<file path="src/hdl/pcsc_pkg.sv">
// Shared types, constants and helper functions for the pixel color space converter.
// Every module of the converter uses this package; it depends on nothing else.
package pcsc_pkg;

	localparam int COEF_FRAC_BITS = 16;
	localparam int COEF_W = COEF_FRAC_BITS + 2;
	localparam int OPND_W = 9;
	localparam int PROD_W = COEF_W + OPND_W;
	localparam int SUM_W = PROD_W + 2;
	localparam int NUM_PROD = 9;

	localparam logic [1:0] MODE_RGB2YCC = 2'd0;
	localparam logic [1:0] MODE_YCC2RGB = 2'd1;
	localparam logic [1:0] MODE_EXPAND = 2'd2;

	// Coefficients held with 24 fractional bits.
	localparam longint K_Y_R = 64'sd5016388;
	localparam longint K_Y_G = 64'sd9848226;
	localparam longint K_Y_B = 64'sd1912603;
	localparam longint K_CB_R = 64'sd2830920;
	localparam longint K_CB_G = 64'sd5557688;
	localparam longint K_HALF = 64'sd8388608;
	localparam longint K_CR_G = 64'sd7024419;
	localparam longint K_CR_B = 64'sd1364189;
	localparam longint K_R_CR = 64'sd23521657;
	localparam longint K_G_CB = 64'sd5773644;
	localparam longint K_G_CR = 64'sd11981214;
	localparam longint K_B_CB = 64'sd29729227;

	// Rounds a 24-bit fraction to COEF_FRAC_BITS, ties upward.
	function automatic logic signed [COEF_W-1:0] coef(input longint k24);
		return COEF_W'((((k24 <<< 1) >>> (24 - COEF_FRAC_BITS)) + 64'sd1) >>> 1);
	endfunction

	localparam logic signed [COEF_W-1:0] C_Y_R = coef(K_Y_R);
	localparam logic signed [COEF_W-1:0] C_Y_G = coef(K_Y_G);
	localparam logic signed [COEF_W-1:0] C_Y_B = coef(K_Y_B);
	localparam logic signed [COEF_W-1:0] C_CB_R = coef(K_CB_R);
	localparam logic signed [COEF_W-1:0] C_CB_G = coef(K_CB_G);
	localparam logic signed [COEF_W-1:0] C_HALF = coef(K_HALF);
	localparam logic signed [COEF_W-1:0] C_CR_G = coef(K_CR_G);
	localparam logic signed [COEF_W-1:0] C_CR_B = coef(K_CR_B);
	localparam logic signed [COEF_W-1:0] C_R_CR = coef(K_R_CR);
	localparam logic signed [COEF_W-1:0] C_G_CB = coef(K_G_CB);
	localparam logic signed [COEF_W-1:0] C_G_CR = coef(K_G_CR);
	localparam logic signed [COEF_W-1:0] C_B_CB = coef(K_B_CB);

	localparam logic signed [SUM_W-1:0] OFFSET = SUM_W'(128) <<< COEF_FRAC_BITS;

	typedef struct packed {
		logic [7:0] chan_a;
		logic [7:0] chan_b;
		logic [7:0] chan_c;
		logic [7:0] alpha_in;
		logic [15:0] packed_pixel;
	} in_t;

	typedef struct packed {
		logic [7:0] out_a;
		logic [7:0] out_b;
		logic [7:0] out_c;
		logic [7:0] alpha_out;
	} out_t;

	// Per-pixel context carried alongside the arithmetic.
	typedef struct packed {
		logic [1:0] mode;
		logic [7:0] alpha;
		logic [7:0] luma;
		logic [14:0] pix;
	} side_t;

	typedef logic [NUM_PROD-1:0][PROD_W-1:0] prod_vec_t;
	typedef logic [2:0][SUM_W-1:0] sum_vec_t;

	function automatic logic signed [SUM_W-1:0] widen(input logic [PROD_W-1:0] p);
		return SUM_W'($signed(p));
	endfunction

endpackage

</file>
<file path="src/hdl/pcsc_mul.sv">
// First stage: selects operands per mode and registers the nine coefficient products.
// Depends on pcsc_pkg.
module pcsc_mul (
	input  logic                clk,
	input  logic                arst_n,
	input  logic                en,
	input  logic                valid,
	input  pcsc_pkg::in_t       data,
	input  logic [1:0]          mode,
	output logic                valid_s1,
	output pcsc_pkg::prod_vec_t prod_s1,
	output pcsc_pkg::side_t     side_s1
);

	logic                                  ycc;
	logic signed [pcsc_pkg::OPND_W-1:0]    a9, b9, c9, db9, dr9;
	logic signed [pcsc_pkg::OPND_W-1:0]    opnd [pcsc_pkg::NUM_PROD];
	logic signed [pcsc_pkg::COEF_W-1:0]    cf [pcsc_pkg::NUM_PROD];
	pcsc_pkg::prod_vec_t                   prod;

	always_comb begin
		ycc = (mode == pcsc_pkg::MODE_YCC2RGB);
		a9 = $signed({1'b0, data.chan_a});
		b9 = $signed({1'b0, data.chan_b});
		c9 = $signed({1'b0, data.chan_c});
		db9 = b9 - 9'sd128;
		dr9 = c9 - 9'sd128;

		opnd[0] = ycc ? dr9 : a9;
		cf[0] = ycc ? pcsc_pkg::C_R_CR : pcsc_pkg::C_Y_R;
		opnd[1] = ycc ? 9'sd0 : b9;
		cf[1] = pcsc_pkg::C_Y_G;
		opnd[2] = ycc ? 9'sd0 : c9;
		cf[2] = pcsc_pkg::C_Y_B;
		opnd[3] = ycc ? db9 : a9;
		cf[3] = ycc ? pcsc_pkg::C_G_CB : pcsc_pkg::C_CB_R;
		opnd[4] = ycc ? dr9 : b9;
		cf[4] = ycc ? pcsc_pkg::C_G_CR : pcsc_pkg::C_CB_G;
		opnd[5] = ycc ? 9'sd0 : c9;
		cf[5] = pcsc_pkg::C_HALF;
		opnd[6] = ycc ? db9 : a9;
		cf[6] = ycc ? pcsc_pkg::C_B_CB : pcsc_pkg::C_HALF;
		opnd[7] = ycc ? 9'sd0 : b9;
		cf[7] = pcsc_pkg::C_CR_G;
		opnd[8] = ycc ? 9'sd0 : c9;
		cf[8] = pcsc_pkg::C_CR_B;

		for (int i = 0; i < pcsc_pkg::NUM_PROD; i++) begin
			prod[i] = opnd[i] * cf[i];
		end
	end

	always_ff @(posedge clk or negedge arst_n) begin
		if (!arst_n) begin
			valid_s1 <= 1'b0;
		end else if (en) begin
			valid_s1 <= valid;
		end
	end

	always_ff @(posedge clk) begin
		if (en) begin
			prod_s1 <= prod;
			side_s1.mode <= mode;
			side_s1.alpha <= data.alpha_in;
			side_s1.luma <= data.chan_a;
			side_s1.pix <= data.packed_pixel[14:0];
		end
	end

endmodule

</file>
<file path="src/hdl/pcsc_sum.sv">
// Second stage: adds the products for each channel, with the luma base in YCC-to-RGB mode, else the offset on chroma.
// Depends on pcsc_pkg.
module pcsc_sum (
	input  logic                clk,
	input  logic                arst_n,
	input  logic                en,
	input  logic                valid_s1,
	input  pcsc_pkg::prod_vec_t prod_s1,
	input  pcsc_pkg::side_t     side_s1,
	output logic                valid_s2,
	output pcsc_pkg::sum_vec_t  sum_s2,
	output pcsc_pkg::side_t     side_s2
);

	logic signed [pcsc_pkg::SUM_W-1:0] base, x_a, x_bc;
	logic signed [pcsc_pkg::SUM_W-1:0] p [pcsc_pkg::NUM_PROD];
	pcsc_pkg::sum_vec_t                sum;

	always_comb begin
		base = $signed(pcsc_pkg::SUM_W'(side_s1.luma)) <<< pcsc_pkg::COEF_FRAC_BITS;
		for (int i = 0; i < pcsc_pkg::NUM_PROD; i++) begin
			p[i] = pcsc_pkg::widen(prod_s1[i]);
		end
		if (side_s1.mode == pcsc_pkg::MODE_YCC2RGB) begin
			x_a = base;
			x_bc = base;
		end else begin
			x_a = '0;
			x_bc = pcsc_pkg::OFFSET;
		end
		sum[0] = x_a + p[0] + p[1] + p[2];
		sum[1] = x_bc - p[3] - p[4] + p[5];
		sum[2] = x_bc + p[6] - p[7] - p[8];
	end

	always_ff @(posedge clk or negedge arst_n) begin
		if (!arst_n) begin
			valid_s2 <= 1'b0;
		end else if (en) begin
			valid_s2 <= valid_s1;
		end
	end

	always_ff @(posedge clk) begin
		if (en) begin
			sum_s2 <= sum;
			side_s2 <= side_s1;
		end
	end

endmodule

</file>
<file path="src/hdl/pcsc_out.sv">
// Third stage: truncates and clamps the sums, applies the per-mode cases and holds the result.
// Depends on pcsc_pkg.
module pcsc_out (
	input  logic               clk,
	input  logic               arst_n,
	input  logic               en,
	input  logic               valid_s2,
	input  pcsc_pkg::sum_vec_t sum_s2,
	input  pcsc_pkg::side_t    side_s2,
	output logic               valid_s3,
	output pcsc_pkg::out_t     data_s3
);

	pcsc_pkg::out_t res;

	function automatic logic [7:0] clamp(input logic [pcsc_pkg::SUM_W-1:0] t);
		logic [7:0] v;
		if (t[pcsc_pkg::SUM_W-1]) begin
			v = 8'd0;
		end else if (|t[pcsc_pkg::SUM_W-2:pcsc_pkg::COEF_FRAC_BITS+8]) begin
			v = 8'hff;
		end else begin
			v = t[pcsc_pkg::COEF_FRAC_BITS+7:pcsc_pkg::COEF_FRAC_BITS];
		end
		return v;
	endfunction

	function automatic logic [7:0] expand5(input logic [4:0] v);
		return {v, v[4:2]};
	endfunction

	always_comb begin
		res = '0;
		case (side_s2.mode)
			pcsc_pkg::MODE_RGB2YCC: begin
				res.out_a = clamp(sum_s2[0]);
				res.out_b = clamp(sum_s2[1]);
				res.out_c = clamp(sum_s2[2]);
				res.alpha_out = side_s2.alpha;
			end
			pcsc_pkg::MODE_YCC2RGB: begin
				// A transparent pixel comes out all zero; black and white fall out of the sums.
				if (side_s2.alpha != 8'd0) begin
					res.out_a = clamp(sum_s2[0]);
					res.out_b = clamp(sum_s2[1]);
					res.out_c = clamp(sum_s2[2]);
					res.alpha_out = side_s2.alpha;
				end
			end
			pcsc_pkg::MODE_EXPAND: begin
				res.out_a = expand5(side_s2.pix[14:10]);
				res.out_b = expand5(side_s2.pix[9:5]);
				res.out_c = expand5(side_s2.pix[4:0]);
				res.alpha_out = 8'hff;
			end
			default: begin
				res = '0;
			end
		endcase
	end

	always_ff @(posedge clk or negedge arst_n) begin
		if (!arst_n) begin
			valid_s3 <= 1'b0;
		end else if (en) begin
			valid_s3 <= valid_s2;
		end
	end

	always_ff @(posedge clk) begin
		if (en) begin
			data_s3 <= res;
		end
	end

endmodule

</file>
<file path="src/hdl/pixel_color_space_converter_top.sv">
// Top level of the pixel color space converter: mode register, stage control and the
// three pipeline stages. Depends on pcsc_pkg, pcsc_mul, pcsc_sum and pcsc_out.
//
//   Channel   Signals                          Beat
//   input     in_valid, in_stall, in_data      one pixel (pcsc_pkg::in_t)
//   output    out_valid, out_stall, out_data   one pixel (pcsc_pkg::out_t)
//   config    cfg_wr_en, cfg_wr_data           mode register
//
// A pixel is registered in the product, sum and clamp stages in turn from input beat to output beat,
// and one pixel enters per cycle while in_stall is low.
// Reset clears the mode register to zero and empties all stages.
// A stall holds only the stages that are full behind it; empty stages keep accepting beats.
module pixel_color_space_converter_top (
	input  logic           clk,
	input  logic           arst_n,
	input  logic           in_valid,
	output logic           in_stall,
	input  pcsc_pkg::in_t  in_data,
	output logic           out_valid,
	input  logic           out_stall,
	output pcsc_pkg::out_t out_data,
	input  logic           cfg_wr_en,
	input  logic [1:0]     cfg_wr_data
);

	logic [1:0]          mode_q;
	logic                adv1, adv2, adv3;
	logic                valid_s1, valid_s2;
	pcsc_pkg::prod_vec_t prod_s1;
	pcsc_pkg::side_t     side_s1, side_s2;
	pcsc_pkg::sum_vec_t  sum_s2;

	always_ff @(posedge clk or negedge arst_n) begin
		if (!arst_n) begin
			mode_q <= pcsc_pkg::MODE_RGB2YCC;
		end else if (cfg_wr_en) begin
			mode_q <= cfg_wr_data;
		end
	end

	assign adv3 = !out_valid || !out_stall;
	assign adv2 = !valid_s2 || adv3;
	assign adv1 = !valid_s1 || adv2;
	assign in_stall = !adv1;

	pcsc_mul u_mul (
		.clk      (clk),
		.arst_n   (arst_n),
		.en       (adv1),
		.valid    (in_valid),
		.data     (in_data),
		.mode     (mode_q),
		.valid_s1 (valid_s1),
		.prod_s1  (prod_s1),
		.side_s1  (side_s1)
	);

	pcsc_sum u_sum (
		.clk      (clk),
		.arst_n   (arst_n),
		.en       (adv2),
		.valid_s1 (valid_s1),
		.prod_s1  (prod_s1),
		.side_s1  (side_s1),
		.valid_s2 (valid_s2),
		.sum_s2   (sum_s2),
		.side_s2  (side_s2)
	);

	pcsc_out u_out (
		.clk      (clk),
		.arst_n   (arst_n),
		.en       (adv3),
		.valid_s2 (valid_s2),
		.sum_s2   (sum_s2),
		.side_s2  (side_s2),
		.valid_s3 (out_valid),
		.data_s3  (out_data)
	);

	// The input stalls only when every stage is full and the output is stalled.
	assert property (@(posedge clk) disable iff (!arst_n)
		in_stall |-> (valid_s1 && valid_s2 && out_valid && out_stall))
		else $error("input stalled with an empty stage");

	// A held first stage keeps its beat.
	assert property (@(posedge clk) disable iff (!arst_n)
		(valid_s1 && !adv1) |=> valid_s1)
		else $error("stalled first stage lost its beat");

	// A held second stage keeps its beat and its sums.
	assert property (@(posedge clk) disable iff (!arst_n)
		(valid_s2 && !adv2) |=> (valid_s2 && $stable(sum_s2)))
		else $error("stalled second stage changed");

endmodule
</file>
<file path="config.mk">
export PLATFORM = sky130hd
export DESIGN_NAME = pixel_color_space_converter_top
export DESIGN_NICKNAME = d
export VERILOG_FILES = /design/src/hdl/pcsc_pkg.sv /design/src/hdl/pcsc_mul.sv /design/src/hdl/pcsc_sum.sv /design/src/hdl/pcsc_out.sv /design/src/hdl/pixel_color_space_converter_top.sv
export SDC_FILE = /design/constraint.sdc
export NUM_CORES = 2
export LEC_CHECK = 0
export BUFFER_PORTS_ARGS = -buffer_cell sky130_fd_sc_hd__buf_2
export CORE_MARGIN = 1
export CORE_UTILIZATION = 35
export DETAILED_ROUTE_END_ITERATION = 7
export REMOVE_ABC_BUFFERS = 1
export SETUP_SLACK_MARGIN = 0.4
export SYNTH_ARGS = -nofsm -noshare
export SYNTH_HDL_FRONTEND = slang
export SYNTH_SLANG_ARGS = --single-unit
</file>
<file path="constraint.sdc">
create_clock -name clk -period 29.9 [get_ports clk]
set_input_delay 4.485 -clock clk [delete_from_list [all_inputs] [get_ports clk]]
set_output_delay 4.485 -clock clk [all_outputs]
set_load 0.03 [all_outputs]
</file>
; ---- Yosys cells after proc, flatten, opt, wreduce, memory -nomap -nowiden
; Cells that the tools add are included.
[word_totals]
ff_bits = 390
inputBits = 55
[op_classes]
addsub = 11
mul = 8
n_eq_ne = 4
muxes = 19
reduce_logical = 13
[ops]
columns = operator, count
row1 = $pmux W32 S3, 1
row2 = $mux W8, 8
row3 = $add A25 B27 Y28, 2
row4 = $mul A9 B18 Y27, 2
row5 = $mux W24, 2
row6 = $mul A8 B15 Y23 const B, 2
row7 = $mul A8 B13 Y21 const B, 2
row8 = $mux W17, 2
row9 = $mux W32, 1
row10 = $add A28 B26 Y29, 1
row11 = $add A29 B22 Y29, 1
row12 = $add A29 B24 Y29, 1
row13 = $sub A28 B25 Y29, 1
row14 = $sub A28 B27 Y29, 1
row15 = $sub A29 B22 Y29, 1
row16 = $sub A25 B27 Y28, 1
row17 = $mux W9, 3
row18 = $mul A9 B17 Y26, 1
row19 = $mul A9 B16 Y25, 1
row20 = $sub A8 B8 Y9 const B, 2
row21 = $mux W16, 1
row22 = $mux W15, 1
row23 = $reduce_or A4 Y1, 3
row24 = $reduce_bool A8 Y1, 1
row25 = other kinds (5), 13

; ---- Longest topological paths before layout
[depth]
depth_word = 5
mapped_depth = 23

; ---- Hierarchy
; Synthesis repeated with hierarchy kept, for this count alone.
[unflattened]
cells_unflattened = 3778
area_unflattened_um2 = 39776.9
[by_module_without_submodules]
columns = mod, n_inst, cells_each, area_each_um2, seq_area_each_um2
row1 = pcsc_mul, 1, 2462, 26499.2, 6751.5
row2 = pcsc_sum, 1, 1176, 11692.5, 3628.5
row3 = pcsc_out, 1, 132, 1488.9, 985.9
row4 = pixel_color_space_converter_top, 1, 8, 96.3, 50.0

; ---- Least setup slack after synthesis
; No wires, ideal clock.
[synth_timing]
path_type = input-to-output
start = input port out_stall
end = output port in_stall
arrival_ns = 13.235
slack_ns = 12.180
path_stages = 2
n_path_buf = 0
path_cell_list = nand4_1 -> inv_1
[synth_via]
elab_chain_cells = 5
[synth_rtl]
columns = item, line
row1 = start: declaration, pixel_color_space_converter_top.sv:20  ; input logic out_stall,
row2 = $logic_not A1 Y1, pixel_color_space_converter_top.sv:41  ; assign adv3 = !out_valid || !out_stall;
row3 = $logic_or A1 B1 Y1, pixel_color_space_converter_top.sv:41
row4 = $logic_or A1 B1 Y1, pixel_color_space_converter_top.sv:42  ; assign adv2 = !valid_s2 || adv3;
row5 = $logic_or A1 B1 Y1, pixel_color_space_converter_top.sv:43  ; assign adv1 = !valid_s1 || adv2;
row6 = $logic_not A1 Y1, pixel_color_space_converter_top.sv:44  ; assign in_stall = !adv1;
row7 = end: declaration, pixel_color_space_converter_top.sv:17  ; output logic in_stall,
; Every way passes these cells.

==> PnR_summary.wiki <==
{| class="wikitable"
! Metric !! Value
|-
| Status || finished clean
|-
| Number of DRC violations after detailed-routing iteration 0 || ~1300
|-
| Number of warning messages in the yosys log || 0
|-
| Instance count of the mapped netlist || roughly 3300
|-
| Clock sink count || around 330
|-
| Placer's final routability congestion estimate || roughly 0.91
|-
| Largest cells by area after synthesis || sky130_fd_sc_hd__edfxtp_1, sky130_fd_sc_hd__ha_1, sky130_fd_sc_hd__fa_1
|-
| Storage element area || 9730 um^2
|-
| Endpoint kind of the worst setup timing path || flip-flop
|-
| Detailed-route DRC error count || 0
|-
| Critical path cell sequence || buf_2 -> nand3_1 -> inv_1 -> fa_1 -> inv_1 -> fa_1 -> fa_1 -> inv_1 -> fa_1 -> inv_1 -> fa_1 -> inv_1 -> ha_1 -> a21oi_1 -> nor2b_1 -> a311o_1 -> a31oi_1 -> nor3_1 -> a2111oi_0 -> xnor2_1
|-
| # nets final || between 4000 and 5000
|-
| Core area || between 100000 and 150000 um^2
|-
| Maximum capacitance violations || 0
|-
| Number of buffers created by CTS || 40
|-
| Top cell type by total area after synthesis || sky130_fd_sc_hd__edfxtp_1
|-
| Final cell count without fillers || 4768
|-
| Rel. slew slack || between 20% and 30%
|-
| Overall routing resource usage || between 10% and 20%
|-
| Start-to-end type of the worst setup path || input pin to flip-flop
|-
| Deepest clock path buffer count || 3
|-
| Number of unique standard cell types used by synthesis || about 70
|-
| Multi-input combinational cell area || approximately 23000 um^2
|-
| Maximum net fanout on the critical path || 7
|-
| Die span in y || around 320 um
|-
| Startpoint type of the worst setup path || input pin
|-
| Root buf cell || sky130_fd_sc_hd__clkbuf_16
|-
| Transition at the pin with the smallest max-transition slack || roughly 1.2 ns
|-
| Global-route wire length before repair || ~140000 um
|-
| Portion of synthesized cell area occupied by the leading cell type || between 20% and 30%
|-
| Required time worst endpoint || just over 30 ns
|-
| DR pass1 iterations || 5
|-
| Clock latency at the later pin of the worst-skew pair || 0.59 ns
|-
| Share of layout cells above drive strength 1 || under 10%
|-
| Count of final setup violators || 0
|-
| Share of synthesized flip-flops with an asynchronous set or reset || under 10%
|-
| Initial core utilization || between 30% and 40%
|-
| Cell with the largest stage delay on the worst path || sky130_fd_sc_hd__a2111oi_0
|-
| Count of state elements after synthesis || ~330
|-
| Horizontal die dimension || approximately 320 um
|-
| Number of ports placed on the die boundary || 89
|-
| Site row count || roughly 120
|-
| Hold violation total from the final report || 0
|-
| Inst Count DP || about 4700
|-
| Maximum number of pins on one net before global-route repair || 70
|-
| Post-synthesis sequential area ratio || 27.6%
|-
| Post-synthesis average cell area || about 11 um^2
|-
| Number of enable-type register cells in the synthesized netlist || 320
|-
| Commonest register cell after synthesis || sky130_fd_sc_hd__edfxtp_1
|-
| Period utilization || between 30% and 40%
|-
| Buffers added on ports || 87
|-
| CTS-repair resized insts || 0
|-
| Final antenna diode count || 0
|-
| Area of the mapped netlist || 35300 um^2
|-
| Routed via count || 23578
|-
| RSZ-0062 raised after global routing || no
|-
| Residual overflow from global routing || 0
|-
| Final TNS setup || 0 ns
|-
| Layout overhead on the synthesized area || 10.4%
|-
| Data arrival time of the critical path || 10.30 ns
|-
| # Post-CTS Setup Buffers || 0
|-
| Initial antenna violation count || 6
|-
| Clock input transition at the sequential cells of the worst setup and hold paths || 0.07 ns
|-
| Time the final worst path needs with I/O delays and setup || between 9 and 10 ns
|-
| Htree depth || 2
|-
| WL/cell || 18.2 um
|-
| TritonCTS clock tree || yes
|-
| Post-DR vias/cell || approximately 5
|-
| Maximum clock frequency || 0.100 GHz
|-
| Hold Crit Class || flip-flop to flip-flop
|-
| Longest individual stage delay on the worst path || ~0.57 ns
|-
| Most frequently used cell type in the post-synthesis netlist || sky130_fd_sc_hd__inv_1
|-
| Post-DRT Antenna Nets || 0
|-
| Half-perimeter wire length of the detailed placement result || between 70000 and 80000 um
|-
| Routed wire length || approximately 87000 um
|-
| Layout Skew || ~0.026 ns
|-
| Post-CTS Hold Buffers || 0
|-
| Full die area || a little over 100000 um^2
|-
| Max-slew violation count || 0
|-
| Total of fill cells in the finished design || about 9700
|-
| Vias in the first global route || 23732
|-
| Top cell types by occurrence after synthesis || sky130_fd_sc_hd__inv_1, sky130_fd_sc_hd__ha_1, sky130_fd_sc_hd__fa_1, sky130_fd_sc_hd__edfxtp_1, sky130_fd_sc_hd__a21oi_1
|}
## metrics by stage
stage	utilization [%]	worst slack [ns]	area [um^2]	hold WS [ns]
2_1_floorplan	-	12.18	35300	0.400
3_3_place_gp	37.6	19.43	37600	0.403
3_5_place_dp	37.6	19.46	37600	0.405
4_1_cts	39.0	19.93	39000	0.419
5_1_grt	39.0	19.68	39000	0.422
6_report	39.0	19.93	39000	0.417
## critical path: cells and delay by family
family          cells  cell delay [ns]
compound gates      4             1.50
xor+xnor            1             0.14
buf+inv             6             0.92
simple gates        3             0.54
fa+ha+maj           6             2.69
## registers in the layout (all words and copies together) (netlist names)
name,cells
u_mul.side_s1,33
u_sum.side_s2,25
mode_q,2
u_mul.valid_s1,1
u_sum.valid_s2,1
u_sum.sum_s2,39
u_mul.prod_s1,191
u_out.valid_s3,1
u_out.data_s3,32
## worst paths after layout
check,start,endpoint,slack [ns],cells past startpoint
setup / recovery,in_data[37],u_mul.prod_s1[101]$_DFFE_PN_,19.93,20
hold / removal,u_mul.side_s1[8]$_DFFE_PN_,u_sum.side_s2[8]$_DFFE_PP_,0.42,0
setup reg to reg,mode_q[1]$_DFFE_PN0P_,u_mul.prod_s1[101]$_DFFE_PN_,22.90,20
hold reg to reg,u_mul.side_s1[8]$_DFFE_PN_,u_sum.side_s2[8]$_DFFE_PP_,0.42,0
max in group asynchronous,arst_n,mode_q[1]$_DFFE_PN0P_,25.91,1
min in group asynchronous,arst_n,u_sum.valid_s2$_DFFE_PN0P_,3.76,1
## layout make-up
class | instances | area share [%]
clock buffers | 48 | 2.75
clock inverters | 25 | 0.946
inverters | 699 | 6.73
multi-input cells | 2259 | 58.8
flip-flops and latches | 325 | 25.0
well taps | 1298 | 4.16
repair buffers | 114 | 1.64
## per-layer routing
| metal | track usage (%) | vias up | part of all wire (%) |
|---|---|---|---|
| met3 | 2.47 | 101 | 4.8 |
| li1 | - | 11434 | - |
| met1 | 24.5 | 11539 | 47 |
| met2 | 28.4 | 498 | 46 |
| met4 | 3.66 | 6 | 2.0 |
| met5 | 0 | - | 0.041 |
## cell usage in the layout, fill, tap and decap left out, drive strengths merged, types with 9 or more instances in the layout
cell type  count
conb          36
nand2        136
and2          24
nand2b        31
buf          114
nor2         118
xnor2        101
clkinv        14
nand4         17
o211ai        17
o21ai        132
a31oi         29
a2111oi       12
a21o          69
a211oi        10
and3          22
xor2          51
nor2b         28
o21bai        15
o21a          12
edfxtp       320
a21oi        149
nor3          43
ha           670
nand3         48
fa           359
inv          699
bufinv         9
clkbuf        48
## kinds of logic after synthesis
family	after synthesis	synth area share, %
adder cells (fa/ha/maj)	1029	44.1
buffers and inverters	744	7.91
AO/OA/AOI/OAI	521	9.35
AND/OR/NAND/NOR	515	7.15
flip-flops	325	27.6
XOR/XNOR	152	3.77
multiplexers	6	0.170
other	2	0.0213
Power is left out: the tool's default activity adds up to more than one toggle a clock period on the data nets, which glitch-free logic cannot reach.
